`src/rtl/scpp_pkg.sv`:
```
package scpp_pkg;

    // Field widths.
    localparam int COORD_W = 12;
    localparam int SIDE_W  = 13;
    localparam int FRAC_BITS = 16;
    localparam int FRAC_W  = FRAC_BITS + 1;
    localparam int OFFS_W  = 26;
    localparam int BYTE_W  = 8;

    // Largest side; wider register values saturate to it.
    localparam logic [SIDE_W-1:0] MAX_SIDE = SIDE_W'(4096);

    // Unit value 1.0 in the fraction format.
    localparam logic [FRAC_W-1:0] Q_ONE = FRAC_W'(1 << FRAC_BITS);

    // Pattern constants, rounded half up.
    localparam logic [FRAC_W-1:0] Q_TINT = FRAC_W'(((92 << FRAC_BITS) + 50) / 100);
    localparam logic [FRAC_W-1:0] Q_A55  = FRAC_W'(((55 << FRAC_BITS) + 50) / 100);
    localparam logic [FRAC_W-1:0] Q_A35  = FRAC_W'(((35 << FRAC_BITS) + 50) / 100);
    localparam logic [FRAC_W-1:0] Q_A40  = FRAC_W'(((40 << FRAC_BITS) + 50) / 100);
    localparam logic [FRAC_W-1:0] Q_A30  = FRAC_W'(((30 << FRAC_BITS) + 50) / 100);
    localparam logic [FRAC_W-1:0] Q_A175 = FRAC_W'(((175 << FRAC_BITS) + 500) / 1000);
    localparam logic [FRAC_W-1:0] Q_LIT  = FRAC_W'(((62 << FRAC_BITS) + 50) / 100);
    localparam logic [FRAC_W-1:0] Q_DIM  = FRAC_W'(((18 << FRAC_BITS) + 50) / 100);
    localparam logic [FRAC_W-1:0] Q_DARK = FRAC_W'(((24 << FRAC_BITS) + 50) / 100);

    // Reciprocal of three for 11-bit values: floor(n/3) = (n*2731) >> 13.
    localparam logic [11:0] RECIP3 = 12'd2731;

    // Divider and square root pipeline shape.
    localparam int DIV_STEPS_PER_STAGE = 4;
    localparam int DIV_STAGES = FRAC_BITS / DIV_STEPS_PER_STAGE;
    localparam int SQRT_STEPS = FRAC_W;
    localparam int SQRT_STEPS_PER_STAGE = 3;
    localparam int SQRT_STAGES =
        (SQRT_STEPS + SQRT_STEPS_PER_STAGE - 1) / SQRT_STEPS_PER_STAGE;
    localparam int RAD_W = 2 * FRAC_W;
    localparam int SREM_W = FRAC_W + 2;

    // Pipeline depth: input, setup, divider, two mix stages, root, output.
    localparam int NUM_STAGES = 2 + DIV_STAGES + 2 + SQRT_STAGES + 1;

    typedef enum logic [2:0] {
        MODE_COLOR     = 3'd0,
        MODE_DEPTH     = 3'd1,
        MODE_NORMALS   = 3'd2,
        MODE_ALBEDO    = 3'd3,
        MODE_SHADOW    = 3'd4,
        MODE_OCCLUSION = 3'd5
    } mode_t;

    typedef enum logic [2:0] {
        CFG_WIDTH  = 3'd0,
        CFG_HEIGHT = 3'd1,
        CFG_MODE   = 3'd2,
        CFG_RED    = 3'd3,
        CFG_GREEN  = 3'd4,
        CFG_BLUE   = 3'd5,
        CFG_ALPHA  = 3'd6,
        CFG_PARITY = 3'd7
    } cfg_idx_t;

    // Configuration as seen by the datapath.
    typedef struct packed {
        logic [SIDE_W-1:0]  w;
        logic [SIDE_W-1:0]  h;
        logic [COORD_W-1:0] dx;
        logic [COORD_W-1:0] dy;
        mode_t              mode;
        logic [BYTE_W-1:0]  red;
        logic [BYTE_W-1:0]  green;
        logic [BYTE_W-1:0]  blue;
        logic               parity;
    } cfg_t;

    // Per-pixel facts that travel down the whole pipe.
    typedef struct packed {
        logic              outside;
        logic [OFFS_W-1:0] offset;
        logic              lit6;
        logic              full8;
    } info_t;

    typedef struct packed {
        logic [FRAC_W-1:0]  quo;
        logic [COORD_W-1:0] rem;
    } div_state_t;

    typedef struct packed {
        info_t      info;
        div_state_t dx;
        div_state_t dy;
    } frac_t;

    typedef struct packed {
        info_t             info;
        logic [FRAC_W-1:0] ur;
        logic [FRAC_W-1:0] ug;
        logic [FRAC_W-1:0] ub;
        logic [BYTE_W-1:0] cr;
        logic [BYTE_W-1:0] cg;
        logic [BYTE_W-1:0] cb;
        logic [RAD_W-1:0]  sq_sum;
    } mix_t;

    typedef struct packed {
        logic [RAD_W-1:0]  rad;
        logic [SREM_W-1:0] rem;
        logic [FRAC_W-1:0] root;
    } root_t;

    typedef struct packed {
        info_t             info;
        logic [FRAC_W-1:0] ur;
        logic [FRAC_W-1:0] ug;
        logic [FRAC_W-1:0] ub;
        logic [BYTE_W-1:0] cr;
        logic [BYTE_W-1:0] cg;
        logic [BYTE_W-1:0] cb;
        root_t             sq;
    } prep_t;

    // Unit value to byte: round(255*u) with half up, u clamped to 1.0.
    function automatic logic [BYTE_W-1:0] to_byte(input logic [FRAC_W-1:0] u);
        logic [FRAC_W-1:0] uc;
        logic [24:0]       prod;
        begin
            uc = (u > Q_ONE) ? Q_ONE : u;
            prod = {uc, 8'b0} - 25'(uc) + 25'(1 << (FRAC_BITS - 1));
            return prod[FRAC_BITS +: BYTE_W];
        end
    endfunction

    // One restoring division step: shift in a zero, subtract when it fits.
    function automatic div_state_t div_step(input div_state_t s,
                                            input logic [COORD_W-1:0] d);
        logic [COORD_W:0] r2;
        div_state_t       n;
        begin
            r2 = {s.rem, 1'b0};
            if (r2 >= {1'b0, d}) begin
                n.rem = COORD_W'(r2 - {1'b0, d});
                n.quo = {s.quo[FRAC_W-2:0], 1'b1};
            end else begin
                n.rem = r2[COORD_W-1:0];
                n.quo = {s.quo[FRAC_W-2:0], 1'b0};
            end
            return n;
        end
    endfunction

    // One digit of the square root: take two radicand bits per step.
    function automatic root_t sqrt_step(input root_t s);
        logic [SREM_W+1:0] rem4;
        logic [SREM_W+1:0] trial;
        root_t             n;
        begin
            rem4  = {s.rem, s.rad[RAD_W-1 -: 2]};
            trial = (SREM_W + 2)'({s.root, 2'b01});
            n.rad = {s.rad[RAD_W-3:0], 2'b00};
            if (rem4 >= trial) begin
                n.rem  = SREM_W'(rem4 - trial);
                n.root = {s.root[FRAC_W-2:0], 1'b1};
            end else begin
                n.rem  = SREM_W'(rem4);
                n.root = {s.root[FRAC_W-2:0], 1'b0};
            end
            return n;
        end
    endfunction

endpackage

```
`src/rtl/scpp_div_stage.sv`:
```
module scpp_div_stage (
    input  logic            aclk,
    input  logic            en,
    input  scpp_pkg::cfg_t  cfg,
    input  scpp_pkg::frac_t d_in,
    output scpp_pkg::frac_t q_reg
);

    scpp_pkg::frac_t q_next;

    // A few quotient bits of both coordinate fractions per stage.
    always_comb begin
        q_next = d_in;
        for (int i = 0; i < scpp_pkg::DIV_STEPS_PER_STAGE; i++) begin
            q_next.dx = scpp_pkg::div_step(q_next.dx, cfg.dx);
            q_next.dy = scpp_pkg::div_step(q_next.dy, cfg.dy);
        end
    end

    always_ff @(posedge aclk) begin
        if (en) begin
            q_reg <= q_next;
        end
    end

endmodule

```
`config.mk`:
```
export PLATFORM = sky130hd
export DESIGN_NAME = scpp_div_stage
export DESIGN_NICKNAME = d
export VERILOG_FILES = /design/src/rtl/scpp_pkg.sv /design/src/rtl/scpp_div_stage.sv
export SDC_FILE = /design/constraint.sdc
export NUM_CORES = 1
export LEC_CHECK = 0
export ABC_AREA = 1
export BUFFER_PORTS_ARGS = -buffer_cell sky130_fd_sc_hd__buf_2
export CORE_AREA = 8 8 139 141
export DETAILED_ROUTE_END_ITERATION = 10
export DIE_AREA = 0 0 147 149
export PLACE_DENSITY = 0.77
export SETUP_SLACK_MARGIN = 0.05
export SKIP_CTS_REPAIR_TIMING = 1
export SLEW_MARGIN = 10
export SYNTH_ARGS = -nofsm -noshare
export SYNTH_HDL_FRONTEND = slang
export SYNTH_SLANG_ARGS = --single-unit
```
`constraint.sdc`:
```
create_clock -name aclk -period 9.29 [get_ports aclk]
set_clock_uncertainty 0.05 [all_clocks]
set_input_delay 0.929 -clock aclk [delete_from_list [all_inputs] [get_ports aclk]]
set_output_delay 0.929 -clock aclk [all_outputs]
set_load 0.005 [all_outputs]
```
==> impl_results.md <==
* Core box area at 17100 um^2
* Setup tns final at 0 ps
* Post-synth top area share at 0.314
* CP endpoint kind: flip-flop
* Initial Util at 0.488
* Total Routing Usage GR at 0.200
* Area growth from synthesis to layout at 17.1%
* Slowest cell delay on critical path at ~410 ps
* Via count at about 7700
* CTS root buf: clkbuf_16
* Starting DRT DRC Count at about 600
* Placement Cell Area at between 9000 and 10000 um^2
* Hold_ws at between 700 and 800 ps
* Routed Antenna Nets at 0
* Met3 wire length at 1.81 mm
* Period Utilization, post-route at 0.906
* Antenna violations before repair at 4
* Family with the most delay on the worst path: simple AND/OR/NAND/NOR gates
* Placer Congestion at roughly 0.91
* Max stage delay cell, worst path: nand3b_2
* DR pass1 iterations at 5
* Die footprint at approximately 22000 um^2
* Final Core Density at 0.571
* CP most frequent cell: nand2_1
* Worst slew margin at 0.289
* Post-synthesis async set-or-reset flop share at 0
* Count leader, synth: nand2_1
* Ys flop type: edfxtp_1
* Drt wl/cell at between 15 and 20 um
* CP bufs+invs at 6
* Yosys top cell by area: edfxtp_1
* Die W at about 150 um
* Register bit total from synthesis at slightly below 90
* Synth unique cells at 48
* Final Total Pwr at 3.22 mW
* Met2 WL at 10.5 mm
* Unrepaired setup endpoints after global routing: false
* Share of cells above drive strength 1 at 0.198
* Synthesized Nets at 1354
* Final Max Tran Viols at 0
* PwrDens at ~330 nW/um^2
* Hold Crit Start: d_in[80]
* Min cycle time layout at ~8400 ps
* Peak VDD IR at 0.344 mV
* # IOs at roughly 250
* Synthesized area at 8330 um^2
* CTS tree: yes
* Worst setup SP type: input pin
* Post-synth EDFFs at 87
* Yosys Warn Count at 0
* Final setup viols at 0
* Via-to-Cell Ratio at approximately 5.1
* Outcome: finished clean
* Crit Path Class: in -> reg
* WL met1 at 10.1 mm
* DRC viols at 0
* Largest register FFs at 87
* Leak pwr at approximately 5 nW
* Fmax at approximately 120 MHz
* Htree depth at 3
* Max-Cap Viols at 0
* Site row count at 48
* Total overflow reported by the global router at 0
* Vias in the first global route at 7229
* HP Class: in -> reg
* Total wire length at about 23 mm
* Die Y at approximately 150 um
* Top area cells in the synthesized netlist: edfxtp_1 (31%), nand2_1 (15%), ha_1 (14%)
* Post-Syn Instances at about 1100
* I/O Buffers at roughly 190
* Critical path arrival at approximately 8500 ps
* CP required at between 9000 and 10000 ps
* First-pass GRT wire length at roughly 36 mm
* Fillcell total at 1601
* Hold Fails Final Rpt at 0
* Final instance area at 9750 um^2
* Commonest cells post-synth: nand2_1 (333), inv_1 (132), ha_1 (90)
* Final #Nets at 1540
* Largest fanout on the critical path at 19
* Clk buf depth at 2
* Register area share after synthesis at 0.314
* Clock transition at path regs at ~70 ps
* Avg Inst Size Synth at 7.60 um^2
* Worst-Margin Slew at roughly 1100 ps
* HPWL Detailed at about 19 mm
* Num CTS Buffers at 9
* Crit. Startpoint: cfg[35]
* CTS sink count at 87
* Highest Signal Layer: met5
* Largest net degree at the start of global routing at 88
==> layout make-up <==
cell class,instances,area (um^2),area share
well taps,225,282,0.0289
clock inverters,7,90.1,0.00924
diodes,1,2.50,0.000257
inverters,139,527,0.0540
multi-input cells,852,5040,0.517
clock buffers,9,225,0.0231
repair buffers,192,966,0.0991
flip-flops and latches,87,2610,0.268
==> report_power, final <==
| group | switching [mW] | total (mW) | internal (mW) | leakage [nW] |
|---|---|---|---|---|
| Combinational | 1.37 | 2.20 | 0.835 | 3.97 |
| Clock | 0.162 | 0.376 | 0.215 | 0.147 |
| Sequential | 0.0226 | 0.640 | 0.617 | 0.851 |
| Total | 1.55 | 3.22 | 1.67 | 4.97 |
==> worst paths after layout <==
path,slack (ps),cells past startpoint,endpoint
worst max-delay path,870,43,q_reg[9]$_DFFE_PP_
worst min-delay path,710,1,q_reg[80]$_DFFE_PP_
==> logic make-up (layout without fill, tap and decap cells) <==
logic type	count (synthesis)	count (layout)	synth area share
fa+ha+maj	92	92	0.140
compound gates	163	163	0.114
flops	87	87	0.314
simple gates	520	520	0.271
other cells	0	1	0
xor+xnor	77	77	0.0810
buf+inv	156	347	0.0807
==> per-stage QoR <==
stage	std cells	setup slack, ps
after global placement	1495	685
after CTS	1511	949
after global routing	1512	62.3
final	1512	869
after detailed placement	1495	617
after floorplan	1095	1990
==> metal layers <==
| layer | up-vias | track usage |
|---|---|---|
| met5 | - | 0 |
| met4 | 6 | 0.0454 |
| met3 | 23 | 0.0416 |
| met2 | 265 | 0.343 |
| met1 | 3411 | 0.255 |
| li1 | 4020 | - |
==> layout by cell type (no fill, tap or decap), drive strengths merged <==
| master | netlist | routed |
|---|---|---|
| a221oi | 1 | 1 |
| o21a | 4 | 4 |
| buf | 16 | 192 |
| a31oi | 4 | 4 |
| or2 | 5 | 5 |
| bufinv | 0 | 1 |
| inv | 139 | 142 |
| a41o | 1 | 1 |
| nand2 | 339 | 339 |
| clkbuf | 1 | 9 |
| o21ai | 58 | 58 |
| edfxtp | 87 | 87 |
| ha | 90 | 90 |
| o21bai | 4 | 4 |
| nor4 | 1 | 1 |
| and2 | 1 | 1 |
| o211ai | 1 | 1 |
| o221ai | 1 | 1 |
| xnor2 | 32 | 32 |
| nor4b | 1 | 1 |
| a21boi | 4 | 4 |
| clkinvlp | 0 | 2 |
| xor2 | 45 | 45 |
| fa | 2 | 2 |
| nand3b | 1 | 1 |
| diode | 0 | 1 |
| nand4 | 14 | 14 |
| o2111ai | 6 | 6 |
| a21oi | 74 | 74 |
| a31o | 1 | 1 |
| a21o | 3 | 3 |
| a211oi | 1 | 1 |
| nor2 | 73 | 73 |
| nor3 | 7 | 7 |
| nand3 | 78 | 78 |
| clkinv | 0 | 1 |
Power figures use the tool's default switching activity.
