## config.mk

```make
export PLATFORM = sky130hd
export DESIGN_NAME = scpp_setup
export DESIGN_NICKNAME = d
export VERILOG_FILES = /design/src/rtl/scpp_pkg.sv /design/src/rtl/scpp_setup.sv
export SDC_FILE = /design/constraint.sdc
export NUM_CORES = 1
export LEC_CHECK = 0
export ABC_AREA = 1
export BUFFER_PORTS_ARGS = -buffer_cell sky130_fd_sc_hd__buf_2
export CORE_MARGIN = 5
export CORE_UTILIZATION = 54
export CTS_CLUSTER_SIZE = 28
export DETAILED_ROUTE_END_ITERATION = 10
export PLACE_DENSITY = 0.82
export RECOVER_POWER = 50
export SLEW_MARGIN = 20
export SYNTH_ARGS = -nofsm -noshare
export SYNTH_HDL_FRONTEND = slang
export SYNTH_SLANG_ARGS = --single-unit
```

## constraint.sdc

```tcl
create_clock -name aclk -period 13.4 [get_ports aclk]
set_clock_uncertainty 0.05 [all_clocks]
set_input_delay 3.35 -clock aclk [delete_from_list [all_inputs] [get_ports aclk]]
set_output_delay 3.35 -clock aclk [all_outputs]
set_load 0.02 [all_outputs]
```

## src/rtl/scpp_pkg.sv

```systemverilog
package scpp_pkg;

    // Field widths.
    localparam int COORD_W = 12;
    localparam int SIDE_W  = 13;
    localparam int FRAC_BITS = 16;
    localparam int FRAC_W  = FRAC_BITS + 1;
    localparam int OFFS_W  = 26;
    localparam int BYTE_W  = 8;

    // Largest side; wider register values saturate to it.
    localparam logic [SIDE_W-1:0] MAX_SIDE = SIDE_W'(4096);

    // Unit value 1.0 in the fraction format.
    localparam logic [FRAC_W-1:0] Q_ONE = FRAC_W'(1 << FRAC_BITS);

    // Pattern constants, rounded half up.
    localparam logic [FRAC_W-1:0] Q_TINT = FRAC_W'(((92 << FRAC_BITS) + 50) / 100);
    localparam logic [FRAC_W-1:0] Q_A55  = FRAC_W'(((55 << FRAC_BITS) + 50) / 100);
    localparam logic [FRAC_W-1:0] Q_A35  = FRAC_W'(((35 << FRAC_BITS) + 50) / 100);
    localparam logic [FRAC_W-1:0] Q_A40  = FRAC_W'(((40 << FRAC_BITS) + 50) / 100);
    localparam logic [FRAC_W-1:0] Q_A30  = FRAC_W'(((30 << FRAC_BITS) + 50) / 100);
    localparam logic [FRAC_W-1:0] Q_A175 = FRAC_W'(((175 << FRAC_BITS) + 500) / 1000);
    localparam logic [FRAC_W-1:0] Q_LIT  = FRAC_W'(((62 << FRAC_BITS) + 50) / 100);
    localparam logic [FRAC_W-1:0] Q_DIM  = FRAC_W'(((18 << FRAC_BITS) + 50) / 100);
    localparam logic [FRAC_W-1:0] Q_DARK = FRAC_W'(((24 << FRAC_BITS) + 50) / 100);

    // Reciprocal of three for 11-bit values: floor(n/3) = (n*2731) >> 13.
    localparam logic [11:0] RECIP3 = 12'd2731;

    // Divider and square root pipeline shape.
    localparam int DIV_STEPS_PER_STAGE = 4;
    localparam int DIV_STAGES = FRAC_BITS / DIV_STEPS_PER_STAGE;
    localparam int SQRT_STEPS = FRAC_W;
    localparam int SQRT_STEPS_PER_STAGE = 3;
    localparam int SQRT_STAGES =
        (SQRT_STEPS + SQRT_STEPS_PER_STAGE - 1) / SQRT_STEPS_PER_STAGE;
    localparam int RAD_W = 2 * FRAC_W;
    localparam int SREM_W = FRAC_W + 2;

    // Pipeline depth: input, setup, divider, two mix stages, root, output.
    localparam int NUM_STAGES = 2 + DIV_STAGES + 2 + SQRT_STAGES + 1;

    typedef enum logic [2:0] {
        MODE_COLOR     = 3'd0,
        MODE_DEPTH     = 3'd1,
        MODE_NORMALS   = 3'd2,
        MODE_ALBEDO    = 3'd3,
        MODE_SHADOW    = 3'd4,
        MODE_OCCLUSION = 3'd5
    } mode_t;

    typedef enum logic [2:0] {
        CFG_WIDTH  = 3'd0,
        CFG_HEIGHT = 3'd1,
        CFG_MODE   = 3'd2,
        CFG_RED    = 3'd3,
        CFG_GREEN  = 3'd4,
        CFG_BLUE   = 3'd5,
        CFG_ALPHA  = 3'd6,
        CFG_PARITY = 3'd7
    } cfg_idx_t;

    // Configuration as seen by the datapath.
    typedef struct packed {
        logic [SIDE_W-1:0]  w;
        logic [SIDE_W-1:0]  h;
        logic [COORD_W-1:0] dx;
        logic [COORD_W-1:0] dy;
        mode_t              mode;
        logic [BYTE_W-1:0]  red;
        logic [BYTE_W-1:0]  green;
        logic [BYTE_W-1:0]  blue;
        logic               parity;
    } cfg_t;

    // Per-pixel facts that travel down the whole pipe.
    typedef struct packed {
        logic              outside;
        logic [OFFS_W-1:0] offset;
        logic              lit6;
        logic              full8;
    } info_t;

    typedef struct packed {
        logic [FRAC_W-1:0]  quo;
        logic [COORD_W-1:0] rem;
    } div_state_t;

    typedef struct packed {
        info_t      info;
        div_state_t dx;
        div_state_t dy;
    } frac_t;

    typedef struct packed {
        info_t             info;
        logic [FRAC_W-1:0] ur;
        logic [FRAC_W-1:0] ug;
        logic [FRAC_W-1:0] ub;
        logic [BYTE_W-1:0] cr;
        logic [BYTE_W-1:0] cg;
        logic [BYTE_W-1:0] cb;
        logic [RAD_W-1:0]  sq_sum;
    } mix_t;

    typedef struct packed {
        logic [RAD_W-1:0]  rad;
        logic [SREM_W-1:0] rem;
        logic [FRAC_W-1:0] root;
    } root_t;

    typedef struct packed {
        info_t             info;
        logic [FRAC_W-1:0] ur;
        logic [FRAC_W-1:0] ug;
        logic [FRAC_W-1:0] ub;
        logic [BYTE_W-1:0] cr;
        logic [BYTE_W-1:0] cg;
        logic [BYTE_W-1:0] cb;
        root_t             sq;
    } prep_t;

    // Unit value to byte: round(255*u) with half up, u clamped to 1.0.
    function automatic logic [BYTE_W-1:0] to_byte(input logic [FRAC_W-1:0] u);
        logic [FRAC_W-1:0] uc;
        logic [24:0]       prod;
        begin
            uc = (u > Q_ONE) ? Q_ONE : u;
            prod = {uc, 8'b0} - 25'(uc) + 25'(1 << (FRAC_BITS - 1));
            return prod[FRAC_BITS +: BYTE_W];
        end
    endfunction

    // One restoring division step: shift in a zero, subtract when it fits.
    function automatic div_state_t div_step(input div_state_t s,
                                            input logic [COORD_W-1:0] d);
        logic [COORD_W:0] r2;
        div_state_t       n;
        begin
            r2 = {s.rem, 1'b0};
            if (r2 >= {1'b0, d}) begin
                n.rem = COORD_W'(r2 - {1'b0, d});
                n.quo = {s.quo[FRAC_W-2:0], 1'b1};
            end else begin
                n.rem = r2[COORD_W-1:0];
                n.quo = {s.quo[FRAC_W-2:0], 1'b0};
            end
            return n;
        end
    endfunction

    // One digit of the square root: take two radicand bits per step.
    function automatic root_t sqrt_step(input root_t s);
        logic [SREM_W+1:0] rem4;
        logic [SREM_W+1:0] trial;
        root_t             n;
        begin
            rem4  = {s.rem, s.rad[RAD_W-1 -: 2]};
            trial = (SREM_W + 2)'({s.root, 2'b01});
            n.rad = {s.rad[RAD_W-3:0], 2'b00};
            if (rem4 >= trial) begin
                n.rem  = SREM_W'(rem4 - trial);
                n.root = {s.root[FRAC_W-2:0], 1'b1};
            end else begin
                n.rem  = SREM_W'(rem4);
                n.root = {s.root[FRAC_W-2:0], 1'b0};
            end
            return n;
        end
    endfunction

endpackage

```

## src/rtl/scpp_setup.sv

```systemverilog
module scpp_setup (
    input  logic                          aclk,
    input  logic                          en,
    input  scpp_pkg::cfg_t                cfg,
    input  logic [scpp_pkg::COORD_W-1:0]  pix_x,
    input  logic [scpp_pkg::COORD_W-1:0]  pix_y,
    output scpp_pkg::frac_t               q_reg
);

    scpp_pkg::frac_t q_next;
    logic [24:0] row_base;
    logic [22:0] x_third;
    logic [22:0] y_third;
    logic        x_eq;
    logic        y_eq;

    // Range check, buffer offset, checker phases and divider start values.
    always_comb begin
        row_base = 25'(pix_y) * 25'(cfg.w);
        x_third  = 23'(pix_x[scpp_pkg::COORD_W-1:1]) * 23'(scpp_pkg::RECIP3);
        y_third  = 23'(pix_y[scpp_pkg::COORD_W-1:1]) * 23'(scpp_pkg::RECIP3);
        x_eq     = (pix_x == cfg.dx);
        y_eq     = (pix_y == cfg.dy);

        q_next.info.outside = ({1'b0, pix_x} >= cfg.w) || ({1'b0, pix_y} >= cfg.h);
        q_next.info.offset  = scpp_pkg::OFFS_W'({row_base + 25'(pix_x), 2'b00});
        q_next.info.lit6    = ~(x_third[13] ^ y_third[13] ^ cfg.parity);
        q_next.info.full8   = ~(pix_x[3] ^ pix_y[3] ^ cfg.parity);

        // A coordinate on the last row or column gives exactly 1.0.
        q_next.dx.quo = scpp_pkg::FRAC_W'(x_eq);
        q_next.dx.rem = x_eq ? '0 : pix_x;
        q_next.dy.quo = scpp_pkg::FRAC_W'(y_eq);
        q_next.dy.rem = y_eq ? '0 : pix_y;
    end

    always_ff @(posedge aclk) begin
        if (en) begin
            q_reg <= q_next;
        end
    end

endmodule

```

==> flow_summary.ini <==
[drt]
ant_nets = 0
route.vias.total = 9190
drt_iter0_drc = 505
drt-pass1-iter-count = 5
drt-total-wl_mm = 26.5
wl_per_cell_um = 14.5
drc = 0
viasPerCell = 5.02

[setup_path]
cp-end-kind = flip-flop
critical_path_class = primary input to flip-flop
cp.arrival_ns = 8.54
setup.worst_path.start_class = primary input
cp-startpoint = pix_y[3]
path_max_fanout = 20
worstPathRequired_ns = 13.41

[synthesis]
syn_inst = 1445
syn_avg_cell_area_sq_um = 8.12
async_flop_share_pct = 0
synth.most_common_cell = inv_1
synth_area_leaders = fa_1 28%, ha_1 19%, inv_1 14%
ys.flop_type = edfxtp_1
synth_top_area_cell = fa_1
ys_seq_area_share_pct = 13.6
yosys.cell_types.count = 40
ys_warn_count = 0
ys_seq_elements = 53
synth-edff-count = 53
synth_common_cells = 428 x inv_1, 326 x nand2_1, 176 x ha_1
synth_top_area_share_pct = 28.0
syn_area_sq_um = 11700

[grt]
grt_use_total_pct = 22.6
antenna_found_initial = 1
grt_max_degree = 54
grt_pass1_vias = 10200
grt_pass1_wl_mm = 45.5
grt-ovfl-total = 0

[floorplanning]
ioPinCount = 191
rows = 54
die_area_sq_um = 24800
fp.dieW_um = 157
fp.dieH_um = 157
coreArea_sq_um = 21600
initial_utilization_pct = 54.3

[layout]
drive_gt1_share_pct = 8.40
finish.utilization_pct = 58.2
largest_reg_flops = 53
final_nets = 1991
area_growth_pct = 7.22
fill_cells = 1942

[place]
port_buffers = 129
gp_congestion = 0.874
hpwl_mm = 21.7

[run_status]
violations = max-capacitance violations, max-slew violations
status = finished, violations left

[clock_network]
cts_resized = 0
ctsRootBufferMaster = clkbuf_16
cts.clk_slew.worst_paths_ns = 0.07
hold_buffers = 0
cts.htree.levels = 2
cts_setup_buffers = 0
clock_path_buffers = 2
numCtsBuffers = 5
cts_sinks = 53
cts_tree = built

[timing]
finalMaxSlewViolations = 54
rsz0062_at_grt = no
min_period_over_period_pct = 63.7
finalHoldViolCount = 0
maxSlewHeadroom_pct = -103
worstMarginPinSlew_ns = 3.04
clock.fmax_mhz = 117
setup_tns_ns = 0
setup_viol = 0
period_minus_slack_ns = 8.54

[power_and_ir_drop]
leakagePower_nw = 7.62
p_per_area_nw_per_um2 = 188
peakVddDrop_mv = 0.179

[hold_path]
hp-class = primary input to flip-flop
min_from = pix_x[0]

[job]
max_cap_violations = 1
-- path summary, 6_finish.rpt --
kind,to,slack (ns),depth (start not counted)
setup / recovery,q_reg[83],4.86,16
hold / removal,q_reg[29],3.33,3
-- per-layer routing --
layer	GRT usage, %	part of all wire (%)	wire length [um]	vias up
met4	7.13	2.4	639	0
met3	2.97	6.6	1750	60
met1	27.2	40	10700	4397
li1	-	-	-	4403
met2	41.7	51	13500	330
met5	0	0	0	-
-- worst max-delay path, stage by stage --
cell and delay [ns]:
clkbuf_1 0.84, nand2_1 0.23, fa_1 0.53, fa_1 0.51, inv_1 0.05, fa_1 0.49
fa_1 0.55, inv_1 0.06, fa_1 0.53, inv_1 0.04, ha_1 0.34, a21oi_1 0.30
o21ai_0 0.17, a211oi_1 0.24, nand3_1 0.14, xor2_1 0.17
-- cell usage in the layout, fill, tap and decap left out, types with 3 or more instances in the layout --
cell	count
inv_1	428
nand2_1	326
ha_1	176
fa_1	164
buf_2	103
edfxtp_1	53
nor2_1	44
conb_1	34
nand3_1	33
a21oi_1	29
clkbuf_1	28
xor2_1	27
xnor2_1	22
nand4_1	11
o21ai_0	10
a21o_1	7
nand2_2	7
clkbuf_16	5
nor3_1	4
nor4_1	4
o21bai_1	4
nor2_4	3
nand3_2	3
-- power breakdown --
part / switching [mW] / internal (mW) / total [mW]
clock: 0.0608 / 0.0878 / 0.149
combinational: 1.19 / 0.712 / 1.90
sequential: 0.00977 / 0.302 / 0.312
total: 1.26 / 1.10 / 2.36
-- cell families (layout without fill, tap and decap cells) --
family | Yosys count | after routing | share of synthesized area [%]
DFF | 53 | 53 | 13.6
other | 1 | 35 | 0.0320
and+or+nand+nor | 445 | 445 | 15.8
buffers and inverters | 498 | 568 | 17.2
xor gates and xnor gates | 49 | 49 | 3.66
adders and majority gates | 340 | 340 | 46.7
AOI/OAI and AO/OA | 59 | 59 | 2.94
-- final cells by class --
type | instances | area [sq um] | share of cell area (%)
clock inverter | 2 | 33.8 | 0.268
multi-input combinational | 927 | 8250 | 65.5
tap | 280 | 350 | 2.78
inverter | 430 | 1610 | 12.8
sequential | 53 | 1590 | 12.6
antenna | 1 | 2.50 | 0.0199
timing repair buffer | 130 | 617 | 4.90
clock buffer | 6 | 129 | 1.02
-- stage by stage --
step	hold WS, ns	total power, mW	std cells	instance area [sq um]	setup slack [ns]
after floorplan	3.41	1.79	1478	11900	5.37
after global placement	3.63	2.15	1820	12500	5.14
after detailed placement	3.64	2.22	1820	12500	5.05
after CTS	3.32	2.38	1828	12600	5.35
after global routing	3.36	2.66	1829	12600	4.60
final	3.33	2.36	1829	12600	4.86
No activity file was read; power rests on OpenSTA's default activity.
