<file path="config.mk">
export PLATFORM = sky130hd
export DESIGN_NAME = scpp_mix
export DESIGN_NICKNAME = d
export VERILOG_FILES = /design/src/rtl/scpp_pkg.sv /design/src/rtl/scpp_mix.sv
export SDC_FILE = /design/constraint.sdc
export NUM_CORES = 2
export LEC_CHECK = 0
export BUFFER_PORTS_ARGS = -buffer_cell sky130_fd_sc_hd__buf_2
export CORE_MARGIN = 8
export CORE_UTILIZATION = 55
export CTS_CLUSTER_DIAMETER = 80
export CTS_CLUSTER_SIZE = 10
export DETAILED_ROUTE_END_ITERATION = 7
export MAX_ROUTING_LAYER = met4
export PLACE_DENSITY = 0.78
export SYNTH_ARGS = -nofsm -noshare
export SYNTH_HDL_FRONTEND = slang
export SYNTH_SLANG_ARGS = --single-unit
</file>
<file path="constraint.sdc">
create_clock -name aclk -period 16.33 [get_ports aclk]
set_input_delay 4.0825 -clock aclk [delete_from_list [all_inputs] [get_ports aclk]]
set_output_delay 4.0825 -clock aclk [all_outputs]
set_load 0.1 [all_outputs]
</file>
<file path="src/rtl/scpp_pkg.sv">
package scpp_pkg;

    // Field widths.
    localparam int COORD_W = 12;
    localparam int SIDE_W  = 13;
    localparam int FRAC_BITS = 16;
    localparam int FRAC_W  = FRAC_BITS + 1;
    localparam int OFFS_W  = 26;
    localparam int BYTE_W  = 8;

    // Largest side; wider register values saturate to it.
    localparam logic [SIDE_W-1:0] MAX_SIDE = SIDE_W'(4096);

    // Unit value 1.0 in the fraction format.
    localparam logic [FRAC_W-1:0] Q_ONE = FRAC_W'(1 << FRAC_BITS);

    // Pattern constants, rounded half up.
    localparam logic [FRAC_W-1:0] Q_TINT = FRAC_W'(((92 << FRAC_BITS) + 50) / 100);
    localparam logic [FRAC_W-1:0] Q_A55  = FRAC_W'(((55 << FRAC_BITS) + 50) / 100);
    localparam logic [FRAC_W-1:0] Q_A35  = FRAC_W'(((35 << FRAC_BITS) + 50) / 100);
    localparam logic [FRAC_W-1:0] Q_A40  = FRAC_W'(((40 << FRAC_BITS) + 50) / 100);
    localparam logic [FRAC_W-1:0] Q_A30  = FRAC_W'(((30 << FRAC_BITS) + 50) / 100);
    localparam logic [FRAC_W-1:0] Q_A175 = FRAC_W'(((175 << FRAC_BITS) + 500) / 1000);
    localparam logic [FRAC_W-1:0] Q_LIT  = FRAC_W'(((62 << FRAC_BITS) + 50) / 100);
    localparam logic [FRAC_W-1:0] Q_DIM  = FRAC_W'(((18 << FRAC_BITS) + 50) / 100);
    localparam logic [FRAC_W-1:0] Q_DARK = FRAC_W'(((24 << FRAC_BITS) + 50) / 100);

    // Reciprocal of three for 11-bit values: floor(n/3) = (n*2731) >> 13.
    localparam logic [11:0] RECIP3 = 12'd2731;

    // Divider and square root pipeline shape.
    localparam int DIV_STEPS_PER_STAGE = 4;
    localparam int DIV_STAGES = FRAC_BITS / DIV_STEPS_PER_STAGE;
    localparam int SQRT_STEPS = FRAC_W;
    localparam int SQRT_STEPS_PER_STAGE = 3;
    localparam int SQRT_STAGES =
        (SQRT_STEPS + SQRT_STEPS_PER_STAGE - 1) / SQRT_STEPS_PER_STAGE;
    localparam int RAD_W = 2 * FRAC_W;
    localparam int SREM_W = FRAC_W + 2;

    // Pipeline depth: input, setup, divider, two mix stages, root, output.
    localparam int NUM_STAGES = 2 + DIV_STAGES + 2 + SQRT_STAGES + 1;

    typedef enum logic [2:0] {
        MODE_COLOR     = 3'd0,
        MODE_DEPTH     = 3'd1,
        MODE_NORMALS   = 3'd2,
        MODE_ALBEDO    = 3'd3,
        MODE_SHADOW    = 3'd4,
        MODE_OCCLUSION = 3'd5
    } mode_t;

    typedef enum logic [2:0] {
        CFG_WIDTH  = 3'd0,
        CFG_HEIGHT = 3'd1,
        CFG_MODE   = 3'd2,
        CFG_RED    = 3'd3,
        CFG_GREEN  = 3'd4,
        CFG_BLUE   = 3'd5,
        CFG_ALPHA  = 3'd6,
        CFG_PARITY = 3'd7
    } cfg_idx_t;

    // Configuration as seen by the datapath.
    typedef struct packed {
        logic [SIDE_W-1:0]  w;
        logic [SIDE_W-1:0]  h;
        logic [COORD_W-1:0] dx;
        logic [COORD_W-1:0] dy;
        mode_t              mode;
        logic [BYTE_W-1:0]  red;
        logic [BYTE_W-1:0]  green;
        logic [BYTE_W-1:0]  blue;
        logic               parity;
    } cfg_t;

    // Per-pixel facts that travel down the whole pipe.
    typedef struct packed {
        logic              outside;
        logic [OFFS_W-1:0] offset;
        logic              lit6;
        logic              full8;
    } info_t;

    typedef struct packed {
        logic [FRAC_W-1:0]  quo;
        logic [COORD_W-1:0] rem;
    } div_state_t;

    typedef struct packed {
        info_t      info;
        div_state_t dx;
        div_state_t dy;
    } frac_t;

    typedef struct packed {
        info_t             info;
        logic [FRAC_W-1:0] ur;
        logic [FRAC_W-1:0] ug;
        logic [FRAC_W-1:0] ub;
        logic [BYTE_W-1:0] cr;
        logic [BYTE_W-1:0] cg;
        logic [BYTE_W-1:0] cb;
        logic [RAD_W-1:0]  sq_sum;
    } mix_t;

    typedef struct packed {
        logic [RAD_W-1:0]  rad;
        logic [SREM_W-1:0] rem;
        logic [FRAC_W-1:0] root;
    } root_t;

    typedef struct packed {
        info_t             info;
        logic [FRAC_W-1:0] ur;
        logic [FRAC_W-1:0] ug;
        logic [FRAC_W-1:0] ub;
        logic [BYTE_W-1:0] cr;
        logic [BYTE_W-1:0] cg;
        logic [BYTE_W-1:0] cb;
        root_t             sq;
    } prep_t;

    // Unit value to byte: round(255*u) with half up, u clamped to 1.0.
    function automatic logic [BYTE_W-1:0] to_byte(input logic [FRAC_W-1:0] u);
        logic [FRAC_W-1:0] uc;
        logic [24:0]       prod;
        begin
            uc = (u > Q_ONE) ? Q_ONE : u;
            prod = {uc, 8'b0} - 25'(uc) + 25'(1 << (FRAC_BITS - 1));
            return prod[FRAC_BITS +: BYTE_W];
        end
    endfunction

    // One restoring division step: shift in a zero, subtract when it fits.
    function automatic div_state_t div_step(input div_state_t s,
                                            input logic [COORD_W-1:0] d);
        logic [COORD_W:0] r2;
        div_state_t       n;
        begin
            r2 = {s.rem, 1'b0};
            if (r2 >= {1'b0, d}) begin
                n.rem = COORD_W'(r2 - {1'b0, d});
                n.quo = {s.quo[FRAC_W-2:0], 1'b1};
            end else begin
                n.rem = r2[COORD_W-1:0];
                n.quo = {s.quo[FRAC_W-2:0], 1'b0};
            end
            return n;
        end
    endfunction

    // One digit of the square root: take two radicand bits per step.
    function automatic root_t sqrt_step(input root_t s);
        logic [SREM_W+1:0] rem4;
        logic [SREM_W+1:0] trial;
        root_t             n;
        begin
            rem4  = {s.rem, s.rad[RAD_W-1 -: 2]};
            trial = (SREM_W + 2)'({s.root, 2'b01});
            n.rad = {s.rad[RAD_W-3:0], 2'b00};
            if (rem4 >= trial) begin
                n.rem  = SREM_W'(rem4 - trial);
                n.root = {s.root[FRAC_W-2:0], 1'b1};
            end else begin
                n.rem  = SREM_W'(rem4);
                n.root = {s.root[FRAC_W-2:0], 1'b0};
            end
            return n;
        end
    endfunction

endpackage

</file>
<file path="src/rtl/scpp_mix.sv">
module scpp_mix (
    input  logic            aclk,
    input  logic [1:0]      en,
    input  scpp_pkg::cfg_t  cfg,
    input  scpp_pkg::frac_t d_in,
    output scpp_pkg::prep_t q_reg
);

    localparam int FW = scpp_pkg::FRAC_W;
    localparam int FB = scpp_pkg::FRAC_BITS;

    scpp_pkg::mix_t  mix_reg;
    scpp_pkg::mix_t  mix_next;
    scpp_pkg::prep_t q_next;

    logic [FW-1:0]   fx;
    logic [FW-1:0]   fy;
    logic [FW:0]     fx2;
    logic [FW:0]     fy2;
    logic [FW-1:0]   ax;
    logic [FW-1:0]   ay;
    logic [2*FW-1:0] p_r;
    logic [2*FW-1:0] p_g;
    logic [2*FW:0]   p_b;
    logic [2*FW-1:0] p_dark;
    logic [FW-1:0]   base;
    logic [24:0]     t_r;
    logic [24:0]     t_g;
    logic [24:0]     t_b;
    logic [FW:0]     s_wide;
    logic [FW-1:0]   s_cap;

    // Products and per-mode unit values from the two fractions.
    always_comb begin
        fx  = d_in.dx.quo;
        fy  = d_in.dy.quo;
        fx2 = {fx, 1'b0};
        fy2 = {fy, 1'b0};
        ax  = (fx2 >= (FW + 1)'(scpp_pkg::Q_ONE)) ? FW'(fx2 - (FW + 1)'(scpp_pkg::Q_ONE))
                                                  : FW'((FW + 1)'(scpp_pkg::Q_ONE) - fx2);
        ay  = (fy2 >= (FW + 1)'(scpp_pkg::Q_ONE)) ? FW'(fy2 - (FW + 1)'(scpp_pkg::Q_ONE))
                                                  : FW'((FW + 1)'(scpp_pkg::Q_ONE) - fy2);
        p_r    = (2 * FW)'(fx) * (2 * FW)'(scpp_pkg::Q_A35);
        p_g    = (2 * FW)'(fy) * (2 * FW)'(scpp_pkg::Q_A40);
        p_b    = (2 * FW + 1)'((FW + 1)'(fx) + (FW + 1)'(fy)) * (2 * FW + 1)'(scpp_pkg::Q_A175);
        p_dark = (2 * FW)'(fy) * (2 * FW)'(scpp_pkg::Q_DARK);
        base   = d_in.info.lit6 ? scpp_pkg::Q_LIT : scpp_pkg::Q_DIM;
        t_r    = 25'(cfg.red) * 25'(scpp_pkg::Q_TINT) + 25'(1 << (FB - 1));
        t_g    = 25'(cfg.green) * 25'(scpp_pkg::Q_TINT) + 25'(1 << (FB - 1));
        t_b    = 25'(cfg.blue) * 25'(scpp_pkg::Q_TINT) + 25'(1 << (FB - 1));

        mix_next.info   = d_in.info;
        mix_next.sq_sum = (2 * FW)'(ax) * (2 * FW)'(ax) + (2 * FW)'(ay) * (2 * FW)'(ay);
        mix_next.cr     = d_in.info.full8 ? cfg.red   : t_r[FB +: 8];
        mix_next.cg     = d_in.info.full8 ? cfg.green : t_g[FB +: 8];
        mix_next.cb     = d_in.info.full8 ? cfg.blue  : t_b[FB +: 8];
        mix_next.ur     = '0;
        mix_next.ug     = '0;
        mix_next.ub     = '0;

        case (cfg.mode) inside
            scpp_pkg::MODE_DEPTH: begin
                mix_next.ur = scpp_pkg::Q_ONE - fy;
                mix_next.ug = scpp_pkg::Q_ONE - fy;
                mix_next.ub = scpp_pkg::Q_ONE - fy;
            end
            scpp_pkg::MODE_NORMALS: begin
                mix_next.ur = fx;
                mix_next.ug = scpp_pkg::Q_ONE - fy;
            end
            scpp_pkg::MODE_ALBEDO: begin
                mix_next.ur = FW'((FW + 1)'(scpp_pkg::Q_A55) + p_r[2*FW-1:FB]);
                mix_next.ug = FW'((FW + 1)'(scpp_pkg::Q_A40) + p_g[2*FW-1:FB]);
                mix_next.ub = FW'((FW + 2)'(scpp_pkg::Q_A30) + p_b[2*FW:FB]);
            end
            scpp_pkg::MODE_SHADOW, scpp_pkg::MODE_OCCLUSION: begin
                if ((FW + 1)'(base) > p_dark[2*FW-1:FB]) begin
                    mix_next.ur = FW'((FW + 1)'(base) - p_dark[2*FW-1:FB]);
                end
                mix_next.ug = mix_next.ur;
                mix_next.ub = mix_next.ur;
            end
            default: begin
            end
        endcase
    end

    always_ff @(posedge aclk) begin
        if (en[0]) begin
            mix_reg <= mix_next;
        end
    end

    // Squared length of the in-plane normal, capped at 1.0, sets the root radicand.
    always_comb begin
        s_wide = mix_reg.sq_sum[2*FW-1:FB];
        s_cap  = (s_wide > (FW + 1)'(scpp_pkg::Q_ONE)) ? scpp_pkg::Q_ONE : FW'(s_wide);

        q_next.info    = mix_reg.info;
        q_next.ur      = mix_reg.ur;
        q_next.ug      = mix_reg.ug;
        q_next.ub      = mix_reg.ub;
        q_next.cr      = mix_reg.cr;
        q_next.cg      = mix_reg.cg;
        q_next.cb      = mix_reg.cb;
        q_next.sq.rad  = scpp_pkg::RAD_W'({scpp_pkg::Q_ONE - s_cap, {FB{1'b0}}});
        q_next.sq.rem  = '0;
        q_next.sq.root = '0;
    end

    always_ff @(posedge aclk) begin
        if (en[1]) begin
            q_reg <= q_next;
        end
    end

endmodule

</file>
==> impl_metrics.toml <==
[outcome]
status = "finished clean"

[route]
num_vias = 34300
drc_errors = 0
totalWireLength_um = 120000
ant_nets = 0
first_pass_iters = 5
post_drt_wl_per_cell_um = 19.2
avgViaCountPerCell = 5.45
drt_iter0_markers = 2069

[global_routing]
first_global_vias = 36700
grt_max_degree = 77
gr-total-overflow = 0
antenna_found_initial = 7
gr-usage-all-layers_pct = 25.3
grt_pass1_wl_um = 194000

[clock_network]
cts_setup_buffers = 0
clock-root-buffer = "clkbuf_16"
hold_buffers = 0
cts-resized-gates = 0
cts_buffer_depth = 3
cts_made_buffers = 30
clock_sinks = 243
path_clk_slew_ns = 0.05
clock_latency_ns = 0.60
htree_levels = 1
tritoncts = "yes"

[timing]
skew_ns = 0.0318
slew_headroom_pct = 21.6
maxSlewViolCount = 0
hold_viol_final = 0
rsz0062_at_grt = "no"
period_minus_slack_ns = 13.98
finalSetupViolations = 0
fin_crit_sh_pct = 85.6
worstMarginPinSlew_ns = 1.17
setup_ws_ns = 2.35
fmax_ghz = 0.0715
fin_setup_tns_ns = 0

[floorplanning]
die_w_um = 315
core-area_um2 = 88500
die-area_um2 = 99300
row_count = 109
die_h_um = 315
initial_core_util_pct = 55.6
io_pins = 342

[setup_path]
critical_path_class = "primary input to register"
critical_path.startpoint = "d_in[41]"
cp_max_fo = 17
critPathTopFamily = "adder cells"
r2r-start = "mix_reg[18]"
r2r_cells = 13
cpMostUsedCell = "fa_1"
path_buf_inv = 8
slowest_delay_ns = 0.93
cp_num_cells = 31
worstPathRequired_ns = 16.68
crit_slowest_cell = "xnor2_1"
start_kind = "primary input"
crit_arrival_ns = 14.33
rrSetupSlack_ns = 12.24
worstSetupEndpointType = "register"

[flow_run]
maxCapViolCount = 0

[synth]
ys_seq_area_share_pct = 14.8
synth.distinct_cells = 91
synth_area_per_cell_um2 = 10.1
synthesis.instances = 4890
synth_edf_count = 243
synthTopCellsByArea = "fa_1 (32%), ha_1 (23%), edfxtp_1 (15%)"
ys_ff_latch = 243
synth_flop_cell = "edfxtp_1"
yosysTopAreaCell = "fa_1"
synthesis.area_um2 = 49200
ys_async_sr_fraction_pct = 0
yosysWarnings = 0
synth_top_area_share_pct = 31.6

[placement]
placement.io_buffers = 213
dp.cells = 6239
gp_congestion = 0.969
dpl_worst_slack_ns = 1.78
hpwl_um = 103000
placed_area_um2 = 51600

[cells_and_area]
areaGrowthSynthToFinish_pct = 6.44
stdcell_count = 6280
nNetsFinal = 6963
largest_reg_flops = 122
design_area_um2 = 52400
drive_gt1_share_pct = 6.22

[min_path]
hp-class = "register to register"
hold_depth = 0
min_from = "mix_reg[35]"
[worst paths after layout]
kind,to
max,mix_reg[28]
max reg2reg,q_reg[62]
min reg2reg,q_reg[71]
min,q_reg[71]
[layout make-up]
cell class                 instances  area (um2)
timing repair buffer             246        1330
tap                             1165        1460
clock inverter                     7        67.6
clock buffer                      30         751
fill                            7385       36100
multi-input combinational       3358       36900
sequential                       243        7300
antenna                            4        10.0
inverter                        1227        4610
[per-stage QoR]
stage	utilization, %	hold slack, ns
2_1_floorplan	-	0.400
3_3_place_gp	58.2	0.400
3_5_place_dp	58.2	0.405
4_1_cts	59.2	0.411
5_1_grt	59.2	0.420
6_report	59.2	0.412
[cell usage after synthesis (all sizes together), types with 12 or more instances]
library cell / n
and3: 27
xor2: 80
fa: 778
mux2i: 12
or2: 14
o21bai: 18
and2: 16
a22oi: 12
buf: 59
ha: 911
a31oi: 23
nand4: 26
nand2b: 22
o211ai: 29
nand3: 59
nand2: 288
a211oi: 20
a21o: 53
xnor2: 175
o31ai: 13
nor2b: 19
clkinv: 12
o21ai: 89
nor3: 46
or3: 13
nor2: 240
edfxtp: 243
o21a: 24
inv: 1215
clkbuf: 55
a21oi: 149
[worst register-to-register path, delay by kind of cell, from the launching register on]
| kind | cells | cell delay, ns |
|---|---|---|
| AO/OA/AOI/OAI | 5 | 1.52 |
| AND/OR/NAND/NOR | 7 | 1.59 |
| flip-flops | 1 | 0.43 |
| adder cells (fa/ha/maj) | 1 | 0.29 |
[per-layer routing]
metal	vias up	wire length (um)	GRT usage [%]
met5	-	0	-
met4	0	5440	9.10
met3	293	8460	3.86
met2	1147	56800	41.5
met1	16800	49700	31.9
li1	16000	-	-
[logic make-up (layout without fill, tap and decap cells)]
logic type	Yosys count	count (layout)	synth area share (%)
adder cells (fa/ha/maj)	1689	1689	54.8
buffers and inverters	1341	1510	10.7
AND/OR/NAND/NOR	809	809	7.50
AO/OA/AOI/OAI	537	537	7.34
XOR/XNOR	255	255	4.54
flip-flops	243	243	14.8
multiplexers	15	15	0.313
other	1	57	0.00762
[layout by cell type, fill, tap and decap left out, types with 12 or more instances in the layout]
master | synthesis | layout
or3_1 | 13 | 13
and2_1 | 16 | 16
o21bai_1 | 18 | 18
clkinv_1 | 12 | 15
nor2b_1 | 19 | 19
a21oi_1 | 147 | 147
o21a_1 | 23 | 23
nand3_1 | 57 | 57
and3_1 | 27 | 27
mux2i_1 | 12 | 12
nor2_1 | 240 | 239
clkbuf_16 | 0 | 30
xor2_1 | 80 | 80
o211ai_1 | 28 | 28
ha_1 | 911 | 911
fa_1 | 778 | 778
nand2_1 | 288 | 288
o21ai_0 | 83 | 83
nor3_1 | 46 | 45
a21o_1 | 53 | 53
edfxtp_1 | 243 | 243
xnor2_1 | 175 | 175
buf_4 | 54 | 33
a211oi_1 | 19 | 19
nand4_1 | 26 | 26
a31oi_1 | 23 | 23
or2_2 | 12 | 12
conb_1 | 1 | 53
nand2b_1 | 22 | 22
buf_2 | 0 | 211
o31ai_1 | 13 | 13
inv_1 | 1213 | 1213
Power is not shown: default switching activity piles up to over one toggle a cycle in this logic, so the estimate is an artifact.
